===== src/sv/wkb_geometry_stream_parser_defines.svh =====
// ----------------------------------------------------------------------------
// wkb_geometry_stream_parser_defines
// assertion macros shared by the parser rtl
// ----------------------------------------------------------------------------
`ifndef WKB_GEOMETRY_STREAM_PARSER_DEFINES_SVH
`define WKB_GEOMETRY_STREAM_PARSER_DEFINES_SVH

// same-cycle implication, clocked on clk, quiet in reset
`define WKB_ASSERT_NOW(label, ante, cons) \
	label: assert property (@(posedge clk) disable iff (!arst_n) (ante) |-> (cons)) \
		else $error("wkb assertion failed");

// next-cycle implication
`define WKB_ASSERT_NEXT(label, ante, cons) \
	label: assert property (@(posedge clk) disable iff (!arst_n) (ante) |=> (cons)) \
		else $error("wkb assertion failed");

`endif


===== src/sv/wkb_pkg.sv =====
// ----------------------------------------------------------------------------
// wkb_pkg
// types and codes shared by the wkb geometry parser
// ----------------------------------------------------------------------------
`default_nettype none
package wkb_pkg;

	localparam int NEST_DEPTH_DEF = 8;

	typedef enum logic [3:0] {
		PH_ORDER   = 4'd0,
		PH_TYPE    = 4'd1,
		PH_COUNT   = 4'd2,
		PH_NRINGS  = 4'd3,
		PH_NPOINTS = 4'd4,
		PH_X       = 4'd5,
		PH_Y       = 4'd6,
		PH_DONE    = 4'd7
	} phase_t;

	localparam logic [2:0] ERR_NONE  = 3'd0;
	localparam logic [2:0] ERR_ORDER = 3'd1;
	localparam logic [2:0] ERR_TYPE  = 3'd2;
	localparam logic [2:0] ERR_DEEP  = 3'd3;
	localparam logic [2:0] ERR_CUT   = 3'd4;

	localparam logic [1:0] KIND_POINT = 2'd0;
	localparam logic [1:0] KIND_LINE  = 2'd1;
	localparam logic [1:0] KIND_POLY  = 2'd2;

	localparam logic [31:0] T_POINT  = 32'd1;
	localparam logic [31:0] T_LINE   = 32'd2;
	localparam logic [31:0] T_POLY   = 32'd3;
	localparam logic [31:0] T_MPOINT = 32'd4;
	localparam logic [31:0] T_MLINE  = 32'd5;
	localparam logic [31:0] T_MPOLY  = 32'd6;
	localparam logic [31:0] T_COLL   = 32'd7;

	localparam logic [7:0] BO_BIG    = 8'd0;
	localparam logic [7:0] BO_LITTLE = 8'd1;

	typedef struct packed {
		logic [7:0] data_byte;
		logic       record_start;
	} rec_t;

	typedef struct packed {
		logic        vertex_valid;
		logic [1:0]  shape_kind;
		logic [15:0] geometry_number;
		logic [63:0] x_bits;
		logic [63:0] y_bits;
		logic        geometry_end;
		logic        record_end;
		logic [2:0]  error_code;
	} res_t;

	// float64 equality: nan never equal, signed zeros equal
	function automatic logic f64_eq(input logic [63:0] a, input logic [63:0] b);
		logic an;
		logic bn;
		an = a[62:0] > 63'h7FF0000000000000;
		bn = b[62:0] > 63'h7FF0000000000000;
		if (an || bn) return 1'b0;
		if (a[62:0] == 63'd0 && b[62:0] == 63'd0) return 1'b1;
		return a == b;
	endfunction

endpackage
`default_nettype wire


===== src/sv/wkb_ram.sv =====
// ----------------------------------------------------------------------------
// wkb_ram
// generic single write, single read ram with registered read
// ----------------------------------------------------------------------------
`default_nettype none
module wkb_ram #(
	parameter int WIDTH = 32,
	parameter int DEPTH = 8
) (
	input  wire logic                     clk,
	input  wire logic                     we,
	input  wire logic [$clog2(DEPTH)-1:0] waddr,
	input  wire logic [WIDTH-1:0]         wdata,
	input  wire logic [$clog2(DEPTH)-1:0] raddr,
	output      logic [WIDTH-1:0]         rdata
);
	logic [WIDTH-1:0] mem_q [DEPTH];

	always_ff @(posedge clk) begin
		if (we) mem_q[waddr] <= wdata;
		rdata <= mem_q[raddr];
	end
endmodule
`default_nettype wire


===== src/sv/wkb_geometry_stream_parser.sv =====
// ----------------------------------------------------------------------------
// wkb_geometry_stream_parser
// byte-serial well-known-binary geometry parser with vertex dedup
// ----------------------------------------------------------------------------
// usage
// - rec channel: one record byte per request, record_start on the first byte
//   of each record; rec_stall is raised only while a result sits unread in
//   the output register and the receiver stalls it
// - res channel: zero or one result per byte (vertex, geometry end, record
//   end or error); held steady in the output register while res_stall is high
// - latency: a result is visible the cycle after its byte is taken
// - throughput: one byte per cycle while rec_stall is low, set by the single
//   parse step on the byte counters and the nesting stack top
// - the child counts of the nesting stack live in a small ram; a completed
//   child reads the surviving level and writes it back decremented on the
//   next cycle, which always ends before that level is needed again
// - reset (arst_n low) returns to awaiting a byte-order byte with an empty
//   output register; record_start restarts parsing the same way
// - after an error nothing is reported until the next record_start
// ----------------------------------------------------------------------------
`default_nettype none
`include "wkb_geometry_stream_parser_defines.svh"
module wkb_geometry_stream_parser #(
	parameter int NEST_DEPTH = wkb_pkg::NEST_DEPTH_DEF
) (
	input  wire logic          clk,
	input  wire logic          arst_n,
	input  wire logic          rec_valid,
	output      logic          rec_stall,
	input  wire wkb_pkg::rec_t rec,
	output      logic          res_valid,
	input  wire logic          res_stall,
	output      wkb_pkg::res_t res
);
	localparam int AW = (NEST_DEPTH > 1) ? $clog2(NEST_DEPTH) : 1;
	localparam int TW = $clog2(NEST_DEPTH + 1);

	// parse state
	wkb_pkg::phase_t phase_q;
	logic [2:0]            pos_q;
	logic [63:0]           asm_q;
	logic [63:0]           held_x_q;
	logic [63:0]           prev_x_q;
	logic [63:0]           prev_y_q;
	logic                  prev_ok_q;
	logic                  be_q;
	logic [TW-1:0]         top_q;
	logic [NEST_DEPTH-1:0] one_q;     // level count equals one
	logic [31:0]           rings_q;
	logic [31:0]           points_q;
	logic [15:0]           gcnt_q;
	logic                  err_q;
	logic [1:0]            kind_q;

	// stack writeback after a completed child
	logic          wb_pend_q;
	logic [AW-1:0] wb_idx_q;
	logic [31:0]   ram_rdata;

	logic res_valid_q;
	wkb_pkg::res_t res_q;

	logic acc;
	assign rec_stall = res_valid_q & res_stall;
	assign acc = rec_valid & ~rec_stall;

	// state seen by the byte, after a restart if record_start is set
	wkb_pkg::phase_t c_phase;
	logic [2:0]            c_pos;
	logic [63:0]           c_asm;
	logic [63:0]           c_held;
	logic [63:0]           c_px;
	logic [63:0]           c_py;
	logic                  c_pok;
	logic                  c_be;
	logic [TW-1:0]         c_top;
	logic [NEST_DEPTH-1:0] c_one;
	logic [31:0]           c_rings;
	logic [31:0]           c_points;
	logic [15:0]           c_gcnt;
	logic                  c_err;
	logic [1:0]            c_kind;

	always_comb begin
		if (rec.record_start) begin
			c_phase = wkb_pkg::PH_ORDER; c_pos = '0; c_asm = '0; c_held = '0;
			c_px = '0; c_py = '0; c_pok = 1'b0; c_be = 1'b0; c_top = '0;
			c_one = '0; c_rings = '0; c_points = '0; c_gcnt = '0;
			c_err = 1'b0; c_kind = wkb_pkg::KIND_POINT;
		end else begin
			c_phase = phase_q; c_pos = pos_q; c_asm = asm_q; c_held = held_x_q;
			c_px = prev_x_q; c_py = prev_y_q; c_pok = prev_ok_q; c_be = be_q;
			c_top = top_q; c_one = one_q; c_rings = rings_q; c_points = points_q;
			c_gcnt = gcnt_q; c_err = err_q; c_kind = kind_q;
		end
	end

	// unwind: highest live level whose count stays above zero
	logic          fin_found;
	logic [AW-1:0] fin_idx;
	always_comb begin
		fin_found = 1'b0;
		fin_idx = '0;
		for (int i = 0; i < NEST_DEPTH; i++) begin
			if (TW'(i) < c_top && !c_one[i]) begin
				fin_found = 1'b1;
				fin_idx = AW'(i);
			end
		end
	end

	// next state and result
	wkb_pkg::phase_t n_phase;
	logic [2:0]            n_pos;
	logic [63:0]           n_asm;
	logic [63:0]           n_held;
	logic [63:0]           n_px;
	logic [63:0]           n_py;
	logic                  n_pok;
	logic                  n_be;
	logic [TW-1:0]         n_top;
	logic [NEST_DEPTH-1:0] n_one;
	logic [31:0]           n_rings;
	logic [31:0]           n_points;
	logic [15:0]           n_gcnt;
	logic                  n_err;
	logic [1:0]            n_kind;
	logic                  r_v;
	wkb_pkg::res_t r_d;
	logic                  push_we;
	logic [AW-1:0]         push_idx;
	logic [31:0]           push_val;
	logic                  fin_go;

	logic [63:0] asm_new;
	logic        last;
	logic [31:0] v32;
	logic        keep;
	logic        do_ring;
	logic        do_geom;
	logic        g_keep;
	logic [31:0] rings_dec;
	logic [31:0] points_dec;

	always_comb begin
		n_phase = c_phase; n_pos = c_pos; n_asm = c_asm; n_held = c_held;
		n_px = c_px; n_py = c_py; n_pok = c_pok; n_be = c_be; n_top = c_top;
		n_one = c_one; n_rings = c_rings; n_points = c_points; n_gcnt = c_gcnt;
		n_err = c_err; n_kind = c_kind;
		r_v = 1'b0; r_d = '0;
		push_we = 1'b0; push_idx = c_top[AW-1:0]; push_val = '0;
		fin_go = 1'b0;
		do_ring = 1'b0; do_geom = 1'b0; g_keep = 1'b0; keep = 1'b0;
		rings_dec = c_rings - 32'd1;
		points_dec = c_points - 32'd1;

		if (c_be) asm_new = {c_asm[55:0], rec.data_byte};
		else asm_new = c_asm | ({56'd0, rec.data_byte} << {c_pos, 3'b000});
		if (c_phase == wkb_pkg::PH_X || c_phase == wkb_pkg::PH_Y) last = (c_pos == 3'd7);
		else last = (c_pos == 3'd3);
		v32 = asm_new[31:0];

		// record cut short
		if (rec.record_start && !err_q && phase_q != wkb_pkg::PH_DONE
			&& !(phase_q == wkb_pkg::PH_ORDER && top_q == '0)) begin
			r_v = 1'b1;
			r_d.geometry_number = gcnt_q;
			r_d.error_code = wkb_pkg::ERR_CUT;
		end

		if (!c_err && c_phase != wkb_pkg::PH_DONE) begin
			if (c_phase == wkb_pkg::PH_ORDER) begin
				if (rec.data_byte == wkb_pkg::BO_BIG || rec.data_byte == wkb_pkg::BO_LITTLE) begin
					n_be = (rec.data_byte == wkb_pkg::BO_BIG);
					n_phase = wkb_pkg::PH_TYPE;
					n_pos = '0;
					n_asm = '0;
				end else begin
					n_err = 1'b1;
					if (!r_v) begin
						r_v = 1'b1;
						r_d.geometry_number = c_gcnt;
						r_d.error_code = wkb_pkg::ERR_ORDER;
					end
				end
			end else if (!last) begin
				n_pos = c_pos + 3'd1;
				n_asm = asm_new;
			end else begin
				n_pos = '0;
				n_asm = '0;
				unique case (c_phase)
					wkb_pkg::PH_TYPE: begin
						if (v32 == wkb_pkg::T_POINT) begin
							n_kind = wkb_pkg::KIND_POINT; n_rings = 32'd1; n_points = 32'd1;
							n_pok = 1'b0; n_phase = wkb_pkg::PH_X;
						end else if (v32 == wkb_pkg::T_LINE) begin
							n_kind = wkb_pkg::KIND_LINE; n_rings = 32'd1;
							n_pok = 1'b0; n_phase = wkb_pkg::PH_NPOINTS;
						end else if (v32 == wkb_pkg::T_POLY) begin
							n_kind = wkb_pkg::KIND_POLY;
							n_pok = 1'b0; n_phase = wkb_pkg::PH_NRINGS;
						end else if (v32 == wkb_pkg::T_MPOINT || v32 == wkb_pkg::T_MLINE
							|| v32 == wkb_pkg::T_MPOLY || v32 == wkb_pkg::T_COLL) begin
							n_phase = wkb_pkg::PH_COUNT;
						end else begin
							n_err = 1'b1; r_v = 1'b1;
							r_d.geometry_number = c_gcnt;
							r_d.error_code = wkb_pkg::ERR_TYPE;
						end
					end
					wkb_pkg::PH_COUNT: begin
						if (v32 == 32'd0) begin
							// empty container completes at once
							if (fin_found) begin
								n_top = TW'(fin_idx) + TW'(1);
								n_phase = wkb_pkg::PH_ORDER;
								fin_go = 1'b1;
							end else begin
								n_top = '0;
								n_phase = wkb_pkg::PH_DONE;
								r_v = 1'b1;
								r_d.geometry_number = c_gcnt;
								r_d.record_end = 1'b1;
							end
						end else if (c_top >= TW'(NEST_DEPTH)) begin
							n_err = 1'b1; r_v = 1'b1;
							r_d.geometry_number = c_gcnt;
							r_d.error_code = wkb_pkg::ERR_DEEP;
						end else begin
							push_we = 1'b1;
							push_val = v32;
							n_one[c_top[AW-1:0]] = (v32 == 32'd1);
							n_top = c_top + TW'(1);
							n_phase = wkb_pkg::PH_ORDER;
						end
					end
					wkb_pkg::PH_NRINGS: begin
						n_rings = v32;
						if (v32 == 32'd0) do_geom = 1'b1;
						else n_phase = wkb_pkg::PH_NPOINTS;
					end
					wkb_pkg::PH_NPOINTS: begin
						n_points = v32;
						if (v32 == 32'd0) do_ring = 1'b1;
						else n_phase = wkb_pkg::PH_X;
					end
					wkb_pkg::PH_X: begin
						n_held = asm_new;
						n_phase = wkb_pkg::PH_Y;
					end
					wkb_pkg::PH_Y: begin
						keep = !(c_pok && wkb_pkg::f64_eq(c_held, c_px)
							&& wkb_pkg::f64_eq(asm_new, c_py));
						if (keep) begin
							n_px = c_held; n_py = asm_new; n_pok = 1'b1;
						end
						n_points = points_dec;
						if (points_dec != 32'd0) begin
							n_phase = wkb_pkg::PH_X;
							if (keep) begin
								r_v = 1'b1;
								r_d.vertex_valid = 1'b1;
								r_d.shape_kind = c_kind;
								r_d.geometry_number = c_gcnt;
								r_d.x_bits = c_held;
								r_d.y_bits = asm_new;
							end
						end else begin
							do_ring = 1'b1;
						end
					end
					default: ;
				endcase

				// ring complete
				if (do_ring) begin
					n_rings = rings_dec;
					if (rings_dec == 32'd0) begin
						do_geom = 1'b1;
						g_keep = keep;
					end else begin
						n_phase = wkb_pkg::PH_NPOINTS;
						if (keep) begin
							r_v = 1'b1;
							r_d.vertex_valid = 1'b1;
							r_d.shape_kind = c_kind;
							r_d.geometry_number = c_gcnt;
							r_d.x_bits = c_held;
							r_d.y_bits = asm_new;
						end
					end
				end

				// simple geometry complete
				if (do_geom) begin
					if (fin_found) begin
						n_top = TW'(fin_idx) + TW'(1);
						n_phase = wkb_pkg::PH_ORDER;
						fin_go = 1'b1;
					end else begin
						n_top = '0;
						n_phase = wkb_pkg::PH_DONE;
					end
					r_v = 1'b1;
					r_d.vertex_valid = g_keep;
					r_d.shape_kind = c_kind;
					r_d.geometry_number = c_gcnt;
					r_d.x_bits = g_keep ? c_held : 64'd0;
					r_d.y_bits = g_keep ? asm_new : 64'd0;
					r_d.geometry_end = 1'b1;
					r_d.record_end = !fin_found;
					if (c_gcnt != 16'hFFFF) n_gcnt = c_gcnt + 16'd1;
				end
			end
		end
	end

	// child count stack
	logic          ram_we;
	logic [AW-1:0] ram_waddr;
	logic [31:0]   ram_wdata;
	always_comb begin
		if (wb_pend_q) begin
			ram_we = 1'b1;
			ram_waddr = wb_idx_q;
			ram_wdata = ram_rdata - 32'd1;
		end else begin
			ram_we = acc & push_we;
			ram_waddr = push_idx;
			ram_wdata = push_val;
		end
	end

	wkb_ram #(
		.WIDTH(32),
		.DEPTH(NEST_DEPTH)
	) u_stack (
		.clk  (clk),
		.we   (ram_we),
		.waddr(ram_waddr),
		.wdata(ram_wdata),
		.raddr(fin_idx),
		.rdata(ram_rdata)
	);

	logic [NEST_DEPTH-1:0] one_d;
	always_comb begin
		one_d = acc ? n_one : one_q;
		// surviving level: count after decrement equals one when it was two
		if (wb_pend_q) one_d[wb_idx_q] = (ram_rdata == 32'd2);
	end

	always_ff @(posedge clk or negedge arst_n) begin
		if (!arst_n) begin
			phase_q <= wkb_pkg::PH_ORDER;
			pos_q <= '0;
			be_q <= 1'b0;
			top_q <= '0;
			one_q <= '0;
			prev_ok_q <= 1'b0;
			err_q <= 1'b0;
			gcnt_q <= '0;
			kind_q <= wkb_pkg::KIND_POINT;
			rings_q <= '0;
			points_q <= '0;
			wb_pend_q <= 1'b0;
			res_valid_q <= 1'b0;
		end else begin
			one_q <= one_d;
			wb_pend_q <= acc & fin_go;
			if (acc) begin
				phase_q <= n_phase;
				pos_q <= n_pos;
				be_q <= n_be;
				top_q <= n_top;
				prev_ok_q <= n_pok;
				err_q <= n_err;
				gcnt_q <= n_gcnt;
				kind_q <= n_kind;
				rings_q <= n_rings;
				points_q <= n_points;
			end
			if (acc && r_v) res_valid_q <= 1'b1;
			else if (!res_stall) res_valid_q <= 1'b0;
		end
	end

	// payload registers
	always_ff @(posedge clk) begin
		wb_idx_q <= fin_idx;
		if (acc) begin
			asm_q <= n_asm;
			held_x_q <= n_held;
			prev_x_q <= n_px;
			prev_y_q <= n_py;
		end
		if (acc && r_v) res_q <= r_d;
	end

	assign res_valid = res_valid_q;
	assign res = res_q;

	// stack pointer never passes the stack size
	`WKB_ASSERT_NOW(a_top_range, 1'b1, top_q <= TW'(NEST_DEPTH))
	// writeback never collides with a push
	`WKB_ASSERT_NOW(a_wb_no_push, wb_pend_q, !(acc && push_we))
	// an error result carries no vertex
	`WKB_ASSERT_NOW(a_err_clean, res_valid && res.error_code != wkb_pkg::ERR_NONE,
		!res.vertex_valid && !res.geometry_end)

endmodule
`default_nettype wire

===== config.mk =====
export PLATFORM = sky130hd
export DESIGN_NAME = wkb_geometry_stream_parser
export DESIGN_NICKNAME = d
export VERILOG_FILES = /design/src/sv/wkb_pkg.sv /design/src/sv/wkb_ram.sv /design/src/sv/wkb_geometry_stream_parser.sv
export VERILOG_INCLUDE_DIRS = /design/src /design/src/sv
export SDC_FILE = /design/constraint.sdc
export NUM_CORES = 2
export LEC_CHECK = 0
export BUFFER_PORTS_ARGS = -buffer_cell sky130_fd_sc_hd__buf_2
export CORE_MARGIN = 2
export CORE_UTILIZATION = 35
export CTS_CLUSTER_DIAMETER = 60
export DETAILED_ROUTE_END_ITERATION = 6
export PLACE_DENSITY = 0.55
export SKIP_CTS_REPAIR_TIMING = 1
export SLEW_MARGIN = 20
export SYNTH_ARGS = -nofsm -noshare
export SYNTH_HDL_FRONTEND = slang
export SYNTH_SLANG_ARGS = --single-unit

===== constraint.sdc =====
create_clock -name clk -period 13.9 [get_ports clk]
set_input_delay 1.39 -clock clk [delete_from_list [all_inputs] [get_ports clk]]
set_output_delay 1.39 -clock clk [all_outputs]
set_load 0.005 [all_outputs]

== After elaboration in Yosys (flattened, before gate mapping) ==
Memory sizes are Yosys's and may differ from the RTL's. A register that Yosys moved wholly into a read port is not among the register bits.
Cells that the tools add are included.

* Register bits: 517
* Memory bits (writable): 256
* Input bits: 13
* Output and inout bits: 154
* Word-level logic and storage cells: 419
* Memories kept: 1

* Add/sub/neg operators: 7
* Order comparisons: 17
* Equal/unequal tests: 23
* Shift-type cells: 1
* Multiplexer cells: 284
* Bitwise gates (word level): 8
* Reduce and logical (&&, ||, !) cells: 52

{| class="wikitable"
|+ Memories
! name !! depth !! width !! rd ports !! clocked after Yosys merged registers in !! write ports !! line !! RTL
|-
| u_stack.mem_q || 8 || 32 || 1 || 1 || 1 || wkb_ram.sv:17 || <nowiki>logic [WIDTH-1:0] mem_q [DEPTH];</nowiki>
|}

{| class="wikitable"
|+ Operators with widths
! kind !! count
|-
| 64-bit 2-to-1 mux || 25
|-
| 147-bit 2-to-1 mux || 5
|-
| 32-bit 2-to-1 mux || 19
|-
| 149-bit 2-to-1 mux || 2
|-
| 16-bit 2-to-1 mux || 17
|-
| 63-bit greater-than comparator (second input constant) || 4
|-
| 63-bit zero test || 4
|-
| 152-bit 2-to-1 mux || 1
|-
| 1-bit 2-to-1 mux || 133
|-
| 130-bit 2-to-1 mux || 1
|-
| 32-bit by 3-bit equality test with 1-bit output (second input constant) || 4
|-
| 64-bit equality test || 2
|-
| 128-bit 2-to-1 mux || 1
|-
| 4-bit 2-to-1 mux || 26
|-
| 32-bit by 2-bit equality test with 1-bit output (second input constant) || 3
|-
| 32-bit one-hot mux with 3 select lines || 1
|-
| 32-bit by 1-bit subtractor with 32-bit output (second input constant) || 3
|-
| 3-bit 2-to-1 mux || 24
|-
| 8-bit 2-to-1 mux || 9
|-
| 32-bit zero test || 2
|-
| 64-bit bitwise OR || 1
|-
| 32-bit one-hot mux with 2 select lines || 1
|-
| 8-bit by 6-bit left shift with 64-bit output || 1
|-
| 16-bit one-hot mux with 3 select lines || 1
|-
| other kinds (36) || 102
|}

== Longest topological paths before layout ==
* Depth in word-level cells: 38
* Mapped depth: 24

== Modules after synthesis ==
A second synthesis with hierarchy kept.

* Cells, all modules: 3,808
* Area, all modules: 41,813.9 µm²

{| class="wikitable"
|+ By module, submodules not included
! module !! instances !! cells an instance !! area each (µm²)
|-
| wkb_geometry_stream_parser || 1 || 3,393 || 31,347.6
|-
| wkb_ram || 1 || 415 || 10,466.3
|}

== Worst setup path before layout ==
OpenSTA, ideal clock, no wires.

* Path type: input-to-reg
* Start point: in rec[0] (netlist bit)
* End point: reg res_q, in the netlist res[0] (enable)
* Arrival time: 14,778 ps
* Data required time: 13,146 ps
* Path slack: -1,632 ps
* Cell stages on the path: 22
* Path buffers: 11
* Cell sequence: clkbuf_1 -> clkinv_1 -> clkbuf_1 -> clkbuf_1 -> buf_1 -> clkbuf_1 -> clkbuf_1 -> clkbuf_1 -> clkbuf_1 -> nand2_1 -> ha_1 -> buf_2 -> or4b_1 -> clkbuf_1 -> o311a_1 -> or4_1 -> or4_1 -> nor4_2 -> a31o_2 -> a21boi_0 -> clkbuf_1 -> a31oi_1

* Cells in the longest elaborated chain, start to end: 32
* Elaborated cells on any way between the ends: 170
* Those cells by class: 2 x add/sub; 13 x order compare; 18 x eq/ne; 1 x shift; 94 x mux; 1 x bitwise; 41 x reduce/logical

{| class="wikitable"
|+ RTL lines
! item !! line !! RTL
|-
| start, declared || wkb_geometry_stream_parser.sv:30 || <nowiki>input wire wkb_pkg::rec_t rec,</nowiki>
|-
| branches (longest 30 deep; another with 63-bit greater-than comparator) || -- ||
|-
| 1-bit 2-to-1 mux (*) || wkb_geometry_stream_parser.sv:171 || <nowiki>if (!c_err && c_phase != wkb_pkg::PH_DONE) begin</nowiki>
|-
| 1-bit logical AND (*) || wkb_geometry_stream_parser.sv:398 || <nowiki>if (acc && r_v) res_q <= r_d;</nowiki>
|-
| end signal, assigned || wkb_geometry_stream_parser.sv:398 ||
|-
| end, declared || wkb_geometry_stream_parser.sv:61 || <nowiki>wkb_pkg::res_t res_q;</nowiki>
|}

Mark *: on every way between the ends. The select of a mux whose other input is x is not followed.
A chain may end at the register's enable or synchronous reset.

== Final worst setup path ==
* Start point: in rec[0] (netlist bit)
* End point: reg prev_y_q[59] (data pin)

* Cells in the longest elaborated chain, start to end: 24
* Elaborated cells on any way between the ends: 79
* Those cells by class: 4 x order compare; 7 x eq/ne; 1 x shift; 52 x mux; 1 x bitwise; 14 x reduce/logical

{| class="wikitable"
|+ RTL lines
! item !! line !! RTL
|-
| branches (longest 23 deep; another with 63-bit greater-than comparator) || -- ||
|-
| 64-bit 2-to-1 mux (*) || wkb_geometry_stream_parser.sv:171 ||
|-
| via n_py[59] || wkb_geometry_stream_parser.sv:118 || <nowiki>logic [63:0] n_py;</nowiki>
|-
| end signal, assigned || wkb_geometry_stream_parser.sv:396 || <nowiki>prev_y_q <= n_py;</nowiki>
|-
| end, declared || wkb_geometry_stream_parser.sv:44 || <nowiki>logic [63:0] prev_y_q;</nowiki>
|}

Mark *: on every way through the listed nets, which the timed path passes. The select of a mux whose other input is x is not followed.

==> flow_metrics.py <==
metrics = {
    "status": {
        "status": "finished with violations",
        "violations": "DRC",
    },
    "detailed_routing": {
        "vias_per_cell": 6.021,
        "detail_route.iter0.violations": 5150,
        "vias": 36063,
        "drt-pass1-iter-count": 7,
        "drc": 1,
        "routedWlPerCell_um": 27.07,
        "drt_wl_total_mm": 162.2,
        "ant_nets": 0,
    },
    "timing": {
        "drv_slew": 0,
        "max_freq_ghz": 0.1343,
        "finalHoldViolCount": 0,
        "fin_setup_tns_ns": 0,
        "setup_violations": 0,
        "period_needed_ns": 7.444,
        "skew_ns": 0.04635,
        "tightest_slew_ns": 1.184,
        "post-route-period-util_pct": 53.55,
        "rsz0062_at_grt": "false",
        "slew_headroom_pct": 20.59,
    },
    "clock_network": {
        "path_clk_slew_ns": 0.06,
        "cts_tree": "built",
        "clkSinkCount": 805,
        "cts_max_path_buffers": 3,
        "clk_latency_ns": 0.71,
        "ctsRootBufferMaster": "clkbuf_16",
        "cts_max_level": 3,
        "numCtsBuffers": 97,
    },
    "power": {
        "clkPwrFrac_pct": 37.4,
        "p_int_mw": 4.668,
        "max-vdd-ir-drop_v": 0.0001089,
        "sw_frac_of_total_pct": 31.62,
        "powerDensity_nw_per_um2": 141.0,
        "power.share.combinational_pct": 17.4,
        "p_seq_share_pct": 45.2,
        "switchingPower_mw": 2.159,
        "p_leak_nw": 18.26,
        "power.total_mw": 6.827,
    },
    "placed_design": {
        "dpl.hpwl_mm": 105.9,
        "portBuffers": 166,
        "gp_congestion": 1.027,
    },
    "floorplan": {
        "die_h_um": 352.4,
        "rows": 127,
        "io_pins": 167,
        "start_util_pct": 35.37,
        "core_area_um2": 120100,
        "fp.dieW_um": 352.4,
        "dieArea_um2": 124200,
    },
    "critical_path": {
        "critPathKind": "input port to flop",
        "slowest_stage": "a2111oi_2",
        "cp-start-kind": "input port",
        "crit_buf_inv": 5,
        "setup.worst_path.end_class": "flop",
        "critPathMaxStageDelay_ns": 0.85,
        "reg2reg_slack_ns": 6.57,
        "cp.required_ns": 14.36,
        "reg2reg_from": "be_q",
        "path_cells": "buf_6, buf_4, nor2_1, a311oi_1, o2111ai_1, a2111oi_0, nand4_1, a2111oi_2, nor4_2, buf_4, o21ai_4, buf_4, buf_4, mux2_2",
        "path_common_cell": "buf_4",
        "cp_top_family": "buffers and inverters",
        "r2r_cells": 14,
        "cp-startpoint": "rec[0]",
        "crit_fanout": 67,
        "cp.arrival_ns": 7.91,
        "regToRegEndpoint": "prev_y_q[59]",
    },
    "final_layout": {
        "final_common_cell": "nand2_1",
        "layout_common_cells": "nand2_1 (706), edfxtp_1 (664), nor2_1 (269)",
        "fin_nets": 4316,
        "syn_to_final_growth_pct": 13.91,
        "drive_above_1_share_pct": 11.68,
    },
    "global_route": {
        "antenna_found_initial": 7,
        "grt_pass1_vias": 33611,
        "track_usage_pct": 25.29,
        "grt_max_degree": 152,
        "grt_pass1_wl_mm": 237.9,
        "grt.overflow.total": 0,
    },
    "synthesis": {
        "yosys_warnings": 0,
        "synth_edf_count": 664,
        "syn-cell-area_um2": 42490,
        "synth_area_per_cell_um2": 10.02,
        "syn_inst": 4242,
        "synth_cell_types": 97,
        "synth_seq_cells": 805,
        "ys_seq_area_share_pct": 54.81,
        "synthFlopType": "edfxtp_1",
        "ys_async_sr_fraction_pct": 13.17,
        "synth_fp_nets": 4265,
    },
    "run": {
        "maxCapViolations": 0,
    },
    "hold_path": {
        "worstHoldStart": "kind_q[1]",
        "worstHoldPathCells": 2,
        "holdPathEnd": "kind_q[1]",
        "worstHoldPathType": "flop to flop",
    },
}
## stage by stage
stage / utilization [%] / hold WS [ns] / area (um2) / instances / worst slack (ns)
2_1_floorplan: - / 0.4502 / 42500 / 4242 / 2.105
3_3_place_gp: 37.60 / 0.4685 / 45160 / 5805 / 5.286
3_5_place_dp: 37.63 / 0.4821 / 45210 / 5806 / 5.982
4_1_cts: 40.27 / 0.4947 / 48380 / 5986 / 6.722
5_1_grt: 40.29 / 0.5320 / 48400 / 5987 / 6.385
6_report: 40.29 / 0.4916 / 48410 / 5990 / 6.456
## layout make-up
type / count / area, um2
antenna: 4 / 10.01
clock buffer: 115 / 2515
clock inverter: 65 / 655.6
fill: 11845 / 71720
inverter: 172 / 663.1
multi-input combinational: 2957 / 17690
sequential: 805 / 23300
tap: 1612 / 2017
timing repair buffer: 260 / 1555
## cell families (layout without fill, tap and decap cells)
group / Yosys count / count (layout) / synth area share, %
buffers and inverters: 480 / 612 / 4.405
other: 0 / 4 / 0
XOR/XNOR: 84 / 84 / 1.731
AO/OA/AOI/OAI: 901 / 901 / 14.54
flip-flops: 805 / 805 / 54.81
adder cells (fa/ha/maj): 10 / 10 / 0.2944
multiplexers: 148 / 148 / 3.516
AND/OR/NAND/NOR: 1814 / 1814 / 20.70
## tightest hold or removal path, delay by kind of cell, from the launching register on
| kind | cells | cell delay (ns) |
|---|---|---|
| AO/OA/AOI/OAI | 1 | 0.07 |
| flip-flops | 1 | 0.34 |
| AND/OR/NAND/NOR | 1 | 0.05 |
## worst max path at each step
stage | endpoint | depth (start not counted)
global route | prev_y_q[56] | 14
detailed placement | prev_y_q[34] | 14
floorplan | res[0] | 22
global placement | prev_y_q[56] | 14
CTS | prev_y_q[56] | 14
finish | prev_y_q[59] | 14
## routing by layer
metal,share of wire [%],global-route usage [%],vias up
li1,-,-,15910
met1,43,35.50,17817
met2,44,38.74,1948
met3,8.7,4.657,386
met4,4.2,9.504,2
met5,0.0056,0,-
## registers in the layout, summed over array words and instances (netlist names), 4 cells and up
name,count
res,152
phase_q,4
asm_q,64
top_q,4
rings_q,32
one_q,8
held_x_q,64
prev_x_q,64
prev_y_q,64
gcnt_q,16
u_stack.rdata,32
points_q,32
u_stack.mem_q,256
## synthesized netlist by cell type (18+ instances only)
cell / instances / share of area, %
dfrtp_1: 106 / 6.2
a21oi_1: 94 / 1.1
a22o_1: 41 / 0.85
nand2b_1: 52 / 0.77
a31oi_1: 18 / 0.26
or3_1: 25 / 0.37
o22ai_1: 57 / 0.84
nor2b_1: 64 / 0.94
nand3_1: 249 / 2.9
and2_1: 38 / 0.56
o2111ai_1: 18 / 0.37
o31ai_1: 70 / 1.2
or4_1: 18 / 0.32
mux2i_1: 138 / 3.3
o21ai_0: 260 / 3.1
nand4_1: 54 / 0.79
edfxtp_1: 664 / 47
dfxtp_1: 35 / 1.6
nor3_1: 80 / 0.94
nor2_1: 281 / 2.5
buf_2: 25 / 0.29
a211oi_1: 42 / 0.74
nand2_1: 709 / 6.3
inv_1: 169 / 1.5
nand4b_1: 18 / 0.37
xnor2_1: 39 / 0.80
clkbuf_1: 238 / 2.1
nor4_1: 107 / 1.6
xor2_1: 45 / 0.93
o211ai_1: 53 / 0.94
buf_1: 39 / 0.34
## power by group through the flow
stage / clock network (mW) / registers, mW / logic, mW
5_1_grt: 2.69 / 3.09 / 1.25
2_1_floorplan: 0 / 3.06 / 0.645
4_1_cts: 2.60 / 3.07 / 1.16
3_3_place_gp: 0 / 3.12 / 1.15
3_5_place_dp: 0 / 3.12 / 1.16
6_report: 2.56 / 3.08 / 1.19
No activity file was read; power rests on OpenSTA's default activity.
